==> src/design/assert_macros.svh <==
// assertion helpers used by the frame ring fifo core
// no dependencies
`ifndef ASSERT_MACROS_SVH
`define ASSERT_MACROS_SVH

// same-cycle implication, disabled during reset
`define FRF_ASSERT(lbl, clk, rstn, ante, cons, msg) \
    lbl: assert property (@(posedge clk) disable iff (!rstn) (ante) |-> (cons)) \
        else $error(msg);

// next-cycle implication, disabled during reset
`define FRF_ASSERT_NEXT(lbl, clk, rstn, ante, cons, msg) \
    lbl: assert property (@(posedge clk) disable iff (!rstn) (ante) |=> (cons)) \
        else $error(msg);

`endif

==> src/design/frf_pkg.sv <==
// shared types and constants for the frame ring fifo
// no dependencies
package frf_pkg;

    localparam int SLOTS_DEF          = 16;
    localparam int SLOT_BYTES_MAX_DEF = 2048;

    // configuration port
    localparam int          CFG_W           = 12;
    localparam int          PADDR_W         = 3;
    localparam logic [11:0] SLOT_BYTES_RST  = 12'd2048;
    localparam logic [0:0]  REG_SLOT_BYTES  = 1'b0;

    // request codes
    localparam logic REQ_PUSH = 1'b0;
    localparam logic REQ_PULL = 1'b1;

    typedef enum logic [1:0] {
        STAT_OK       = 2'd0,
        STAT_DROPPED  = 2'd1,
        STAT_TRUNC    = 2'd2,
        STAT_UNDERRUN = 2'd3
    } status_t;

    typedef enum logic [1:0] {
        S_IDLE,
        S_READ,
        S_OUT
    } fsm_t;

    // memory strobes from the controller
    typedef struct packed {
        logic store_we;
        logic len_we;
        logic rd_en;
    } mem_ctl_t;

    // one result word
    typedef struct packed {
        logic [7:0]  data_out;
        logic        last_out;
        status_t     status;
        logic [3:0]  frames_held;
        logic [31:0] overrun_count;
        logic [31:0] underrun_count;
    } rsp_t;

endpackage

==> src/design/frf_regs.sv <==
// apb-style configuration register holding the slot byte limit
// depends on frf_pkg
module frf_regs
    import frf_pkg::*;
(
    input  logic               clk,
    input  logic               rst_n,
    input  logic               psel,
    input  logic               penable,
    input  logic               pwrite,
    input  logic [PADDR_W-1:0] paddr,
    input  logic [31:0]        pwdata,
    output logic [31:0]        prdata,
    output logic               pready,
    output logic [CFG_W-1:0]   slot_bytes
);

    logic [CFG_W-1:0] slot_bytes_reg;
    logic             wr_hit;

    // write strobe on the access phase
    assign pready = 1'b1;
    assign wr_hit = psel && penable && pwrite && (paddr[PADDR_W-1:2] == REG_SLOT_BYTES);

    always_ff @(posedge clk or negedge rst_n)
    begin
        if (!rst_n)
        begin
            slot_bytes_reg <= SLOT_BYTES_RST;
        end
        else if (wr_hit)
        begin
            slot_bytes_reg <= pwdata[CFG_W-1:0];
        end
    end

    // read back
    assign prdata = (paddr[PADDR_W-1:2] == REG_SLOT_BYTES)
                  ? {{(32-CFG_W){1'b0}}, slot_bytes_reg} : 32'd0;

    assign slot_bytes = slot_bytes_reg;

endmodule

==> config.mk <==
export PLATFORM = sky130hd
export DESIGN_NAME = frf_regs
export DESIGN_NICKNAME = d
export VERILOG_FILES = /design/src/design/assert_macros.svh /design/src/design/frf_pkg.sv /design/src/design/frf_regs.sv
export SDC_FILE = /design/constraint.sdc
export NUM_CORES = 1
export LEC_CHECK = 0
export BUFFER_PORTS_ARGS = -buffer_cell sky130_fd_sc_hd__clkbuf_2
export CAP_MARGIN = 10
export CORE_MARGIN = 4
export CORE_UTILIZATION = 34
export CTS_BUF_LIST = sky130_fd_sc_hd__clkbuf_2 sky130_fd_sc_hd__clkbuf_4 sky130_fd_sc_hd__clkbuf_8
export CTS_CLUSTER_SIZE = 40
export DETAILED_ROUTE_END_ITERATION = 7
export HOLD_SLACK_MARGIN = 0.08
export PLACE_DENSITY_LB_ADDON = 0.12
export SLEW_MARGIN = 15
export SYNTH_ARGS = -nofsm -noshare
export SYNTH_HDL_FRONTEND = slang
export SYNTH_SLANG_ARGS = --single-unit
==> constraint.sdc <==
create_clock -name clk -period 1.1 [get_ports clk]
set_input_delay 0.275 -clock clk [delete_from_list [all_inputs] [get_ports clk]]
set_output_delay 0.275 -clock clk [all_outputs]
set_load 0.05 [all_outputs]
==> summary.md, run 1 <==
| Metric | Value |
|---|---|
| Status | `finished, violations left` |
| Failing checks | `setup timing` |
| Initial DRC Count | `1` |
| Core Util, Final | `0.661` |
| Die X-Extent | `55.1 um` |
| Core ar. | `0.00204 mm^2` |
| Largest net degree at the start of global routing | `13` |
| Avg Cell Area, Syn | `12.2 um^2` |
| Endpoint class of the critical path | `output pin` |
| Slowest stage delay, CP | `530 ps` |
| Setup-failing EPs final | `24` |
| Hpwl dp | `1.24 mm` |
| Crit share post-route | `1.25` |
| Worst-case reg-to-reg path depth | `2` |
| Clock sinks | `12` |
| Gp weighted congestion | `0.568` |
| Initial Utilization | `0.370` |
| Die Ht | `55.1 um` |
| CTS HTree Levels | `1` |
| Syn Inst Count | `62` |
| Hold Crit Depth | `2` |
| Design area | `0.00135 mm^2` |
| Max Cap Viol | `0` |
| CP max stage cell | `dfstp_2` |
| Initial antenna violation count | `0` |
| WS Path Type | `register to output pin` |
| CTS clk-pin slew, worst paths | `70 ps` |
| Crit path launch type | `register` |
| Slew Viols, Final | `0` |
| Top achievable clock speed | `728 MHz` |
| Fin crit period | `1370 ps` |
| Top post-synthesis cells by area | `dfrtp_1 36%, buf_4 21%, mux2_4 20%` |
| Vias per inst | `3.93` |
| # diodes | `0` |
| Leading area contributor after synthesis | `dfrtp_1` |
| Worst EP required | `820 ps` |
| Rows | `16` |
| Total Wirelength | `1.70 mm` |
| Routed WL per cell | `12.5 um` |
| Drc violations | `0` |
| Fillers | `163` |
| Die footprint | `0.00304 mm^2` |
| Layout area overhead | `78.5%` |
| Pwr Density | `1950 mW/mm^2` |
| Fin worst setup slack | `-274 ps` |
| CTS Buf Count | `3` |
| Yosys warns | `0` |
| Largest register FFs | `12` |
| Synthesized area | `756 um^2` |
| Clock tree from TritonCTS | `yes` |
| Total number of vias | `535` |
| Post-route ant nets | `0` |
| Clock Tree Root | `clkbuf_4` |
| Gr ovfl total | `0` |
| Vias in the first global route | `536` |
| Yosys top cell area share | `0.364` |
| Post-synthesis sequential area ratio | `0.399` |
| Crit-path cells | `and2b_4 > clkbuf_16` |
| Deepest clock path buffer count | `2` |
| Leak | `0.000704 uW` |
| Synth unique cells | `11` |
| Clk_lat worst skew | `260 ps` |
| Peak VDD IR | `0.974 mV` |
| Synthesis-stage register bit count | `12` |
| Worst slack at placement | `-165 ps` |
| First-pass GRT wire length | `2.46 mm` |
| Hold slack | `240 ps` |
| Share of layout cells above drive strength 1 | `0.798` |
| Ports | `85` |
| Worst Path Max Fanout | `2` |
| Area after DPL | `0.00104 mm^2` |
| Worst EP arrival | `1100 ps` |
| # port buffers | `41` |
| HP Class | `input port to register` |
| Nets | `150` |
| Final hold vios | `0` |
| Global-route total usage across every layer | `0.117` |
| RSZ-0062 raised after global routing | `yes` |
| DRT Pass-1 Iters | `2` |
| Total Power | `2630 uW` |
| Final clock skew | `0 ps` |
[repair_timing]
action,4_1_cts,5_1_grt
buffers inserted,1,0
hold endpoints to repair,11,0
endpoints found under the setup margin,24,24
gates resized for setup,48,21
hold buffers,1,0
[critical path: cells and delay by family (launching register included)]
kind          cells  cell delay, ps
flops             1             530
buf+inv           1             150
simple gates      1             150
[stage by stage]
stage          cells  setup TNS (ps)
6_report         136           -2410
5_1_grt          136           -3250
4_1_cts          136           -3050
3_5_place_dp     130           -2440
3_3_place_gp     130           -2390
2_1_floorplan     81            -768
[final timing paths]
check	startpoint	end	slack, ps
max in group asynchronous	rst_n	slot_bytes[11]	390
min	pwdata[2]	slot_bytes[2]	240
max reg2reg	slot_bytes[9]	slot_bytes[9]	180
min in group asynchronous	rst_n	slot_bytes[10]	430
max	slot_bytes[11]	prdata[11]	-270
min reg2reg	slot_bytes[6]	slot_bytes[6]	560
[routing by layer]
metal  share of wire  global-route usage
met5               0                   0
met4               0              0.0243
met3            0.12              0.0536
met2            0.51               0.197
met1            0.38               0.136
[cell usage in the layout (no fill, tap or decap)]
cell           Yosys  final
conb_1             2     21
buf_8              0     21
clkbuf_2           0     17
dfrtp_2            0     11
nor2b_4            0     10
mux2_4            10     10
buf_4             21      4
clkbuf_4           0      3
and2b_4            0      2
mux2_2             2      2
clkbuf_16          0      2
buf_12             0      2
nand4b_4           1      1
clkbuf_8           0      1
dlygate4sd3_1      0      1
dfstp_2            1      1
[final cells by class]
| cell class | count | area (um^2) | share of cell area |
|---|---|---|---|
| repair buffers | 47 | 531 | 0.393 |
| multi-input cells | 46 | 433 | 0.321 |
| flip-flops and latches | 12 | 315 | 0.234 |
| clock buffers | 4 | 36.3 | 0.0269 |
| well taps | 27 | 33.8 | 0.0250 |
[power by group]
| group | internal (uW) | switching [uW] | leakage, uW |
|---|---|---|---|
| clock network | 201 | 134 | 0.0000210 |
| registers | 562 | 110 | 0.000131 |
| logic | 721 | 902 | 0.000553 |
| total | 1480 | 1150 | 0.000704 |
[cell usage after synthesis]
| cell | count |
|---|---|
| buf_4 | 21 |
| buf_6 | 1 |
| clkbuf_1 | 1 |
| nand4b_4 | 1 |
| and2b_1 | 2 |
| dfstp_2 | 1 |
| nor2b_1 | 10 |
| dfrtp_1 | 11 |
| mux2_4 | 10 |
| conb_1 | 2 |
| mux2_2 | 2 |
[cells by family after synthesis]
| family | count (synthesis) | share of synthesized area |
|---|---|---|
| buffers and inverters | 23 | 0.228 |
| flip-flops | 12 | 0.399 |
| multiplexers | 12 | 0.228 |
| other | 2 | 0.00994 |
| AND/OR/NAND/NOR | 13 | 0.134 |
No activity file was read; power rests on OpenSTA's default activity.
==> run 2: changes to the inputs <==
- CTS_BUF_LIST: sky130_fd_sc_hd__clkbuf_2 sky130_fd_sc_hd__clkbuf_4 sky130_fd_sc_hd__clkbuf_8 -> sky130_fd_sc_hd__clkbuf_4
==> run 2 against run 1 <==
Net effect: the flow still finishes with violations (setup timing); die area is the same; largest power group unchanged; clock power down 21%; setup slack is essentially flat; total power down 2.6%; via count down 0.19%; sequential power about the same; first-iteration DRC count stayed put; design area is 0.74% lower.
==> summary.md, run 2 (same netlist as run 1, synthesis figures left out) <==
| Metric | Value |
|---|---|
| Status | `finished, violations left` |
| Failing checks | `setup timing` |
| Clock Tree Root | `clkbuf_4` |
| Worst-case reg-to-reg path depth | `2` |
| Post-route ant nets | `0` |
| Setup_tns | `-2370 ps` |
| Die footprint | `0.00304 mm^2` |
| Worst Path Max Fanout | `2` |
| Total Power | `2560 uW` |
| First-pass GRT wire length | `2.50 mm` |
| Slowest stage delay, CP | `530 ps` |
| CTS clk-pin slew, worst paths | `70 ps` |
| CTS HTree Levels | `1` |
| Layout area overhead | `77.2%` |
| Nets | `150` |
| Most frequent cells in the layout | `21 x conb_1, 21 x buf_8, 17 x clkbuf_2, 11 x dfrtp_2` |
| # diodes | `0` |
| Pwr Density | `1910 mW/mm^2` |
| Final hold vios | `0` |
| Vias per inst | `3.93` |
| Deepest clock path buffer count | `2` |
| Routed WL per cell | `12.8 um` |
| Worst EP arrival | `1100 ps` |
| Clock sinks | `12` |
| CP max stage cell | `dfstp_2` |
| Clk_lat worst skew | `260 ps` |
| Hold Crit Depth | `2` |
| Rows | `16` |
| Ports | `85` |
| Core ar. | `0.00204 mm^2` |
| HP Start | `pwdata[8]` |
| Total number of vias | `534` |
| Initial antenna violation count | `0` |
| Reg-to-Reg End | `slot_bytes[9]` |
| Total Wirelength | `1.74 mm` |
| R2r startpoint | `slot_bytes[9]` |
| Drc violations | `0` |
| Leak | `0.000699 uW` |
| Gr ovfl total | `0` |
| Fin crit period | `1370 ps` |
| Initial Utilization | `0.370` |
| Share of layout cells above drive strength 1 | `0.789` |
| Die X-Extent | `55.1 um` |
| Clock tree from TritonCTS | `yes` |
| Hpwl dp | `1.24 mm` |
| Top achievable clock speed | `728 MHz` |
| Gp weighted congestion | `0.568` |
| Crit share post-route | `1.25` |
| Setup-failing EPs final | `24` |
| DRT Pass-1 Iters | `2` |
| Die Ht | `55.1 um` |
| Fin worst setup slack | `-274 ps` |
| R2R Setup Slk | `180 ps` |
| Crit path launch type | `register` |
| WS Path Type | `register to output pin` |
| Vias in the first global route | `536` |
| HP Class | `input port to register` |
| Hold Crit Endpoint | `slot_bytes[8]` |
| # port buffers | `41` |
| Global-route total usage across every layer | `0.119` |
| Initial DRC Count | `1` |
| Largest net degree at the start of global routing | `13` |
| Slew Viols, Final | `0` |
| Max Cap Viol | `0` |
| Final clock skew | `0 ps` |
| Peak VDD IR | `0.962 mV` |
| RSZ-0062 raised after global routing | `yes` |
| Worst EP required | `820 ps` |
| Largest register FFs | `12` |
| Endpoint class of the critical path | `output pin` |
| Crit-path cells | `and2b_4 > clkbuf_16` |
| CTS Buf Count | `3` |
-- run 2: per-stage QoR --
step	util	hold WS (ps)	cell area, um^2	cells	setup slack, ps
2_1_floorplan	-	-20.6	925	81	-151
5_1_grt	0.656	228	1340	136	-314
3_5_place_dp	0.512	182	1040	130	-165
3_3_place_gp	0.512	176	1040	130	-153
4_1_cts	0.643	228	1310	136	-282
6_report	0.656	242	1340	136	-274
-- run 2: worst max-delay path, delay by kind of cell, from the launching register on --
family	cells	cell delay (ps)
buf+inv	1	150
flops	1	530
simple gates	1	150
-- run 2: power by group --
| group | internal [uW] | leakage, uW | switching [uW] |
|---|---|---|---|
| Combinational | 721 | 0.000553 | 903 |
| Sequential | 562 | 0.000131 | 111 |
| Clock | 131 | 0.0000154 | 133 |
-- run 2: layout make-up --
cell class | count | area [um^2]
Timing Repair Buffer | 47 | 531
Clock buffer | 3 | 22.5
Tap cell | 27 | 33.8
Fill cell | 162 | 703
Clock inverter | 1 | 3.75
Sequential cell | 12 | 315
Multi-Input combinational cell | 46 | 433
-- run 2: per-layer routing --
layer  global-route usage  part of all wire  routed length, um
met1                0.138              0.38                654
met5                    0                 0                  0
met4               0.0243                 0                  0
met2                0.203              0.51                888
met3               0.0536              0.11                196
-- run 2: worst max-delay path by stage --
stage                     slack (ps)         end            from
after floorplan                 -150  prdata[11]  slot_bytes[11]
after global placement          -150   prdata[8]        paddr[2]
after detailed placement        -160   prdata[2]        paddr[2]
after CTS                       -280  prdata[11]  slot_bytes[11]
after global routing            -310  prdata[11]  slot_bytes[11]
final                           -270  prdata[11]  slot_bytes[11]
-- run 2: repair_timing --
action / CTS / global route
hold endpoints to repair: 11 / 0
setup endpoints to repair: 24 / 24
resized for setup: 48 / 21
setup buffers: 1 / 0
hold buffers: 1 / 0
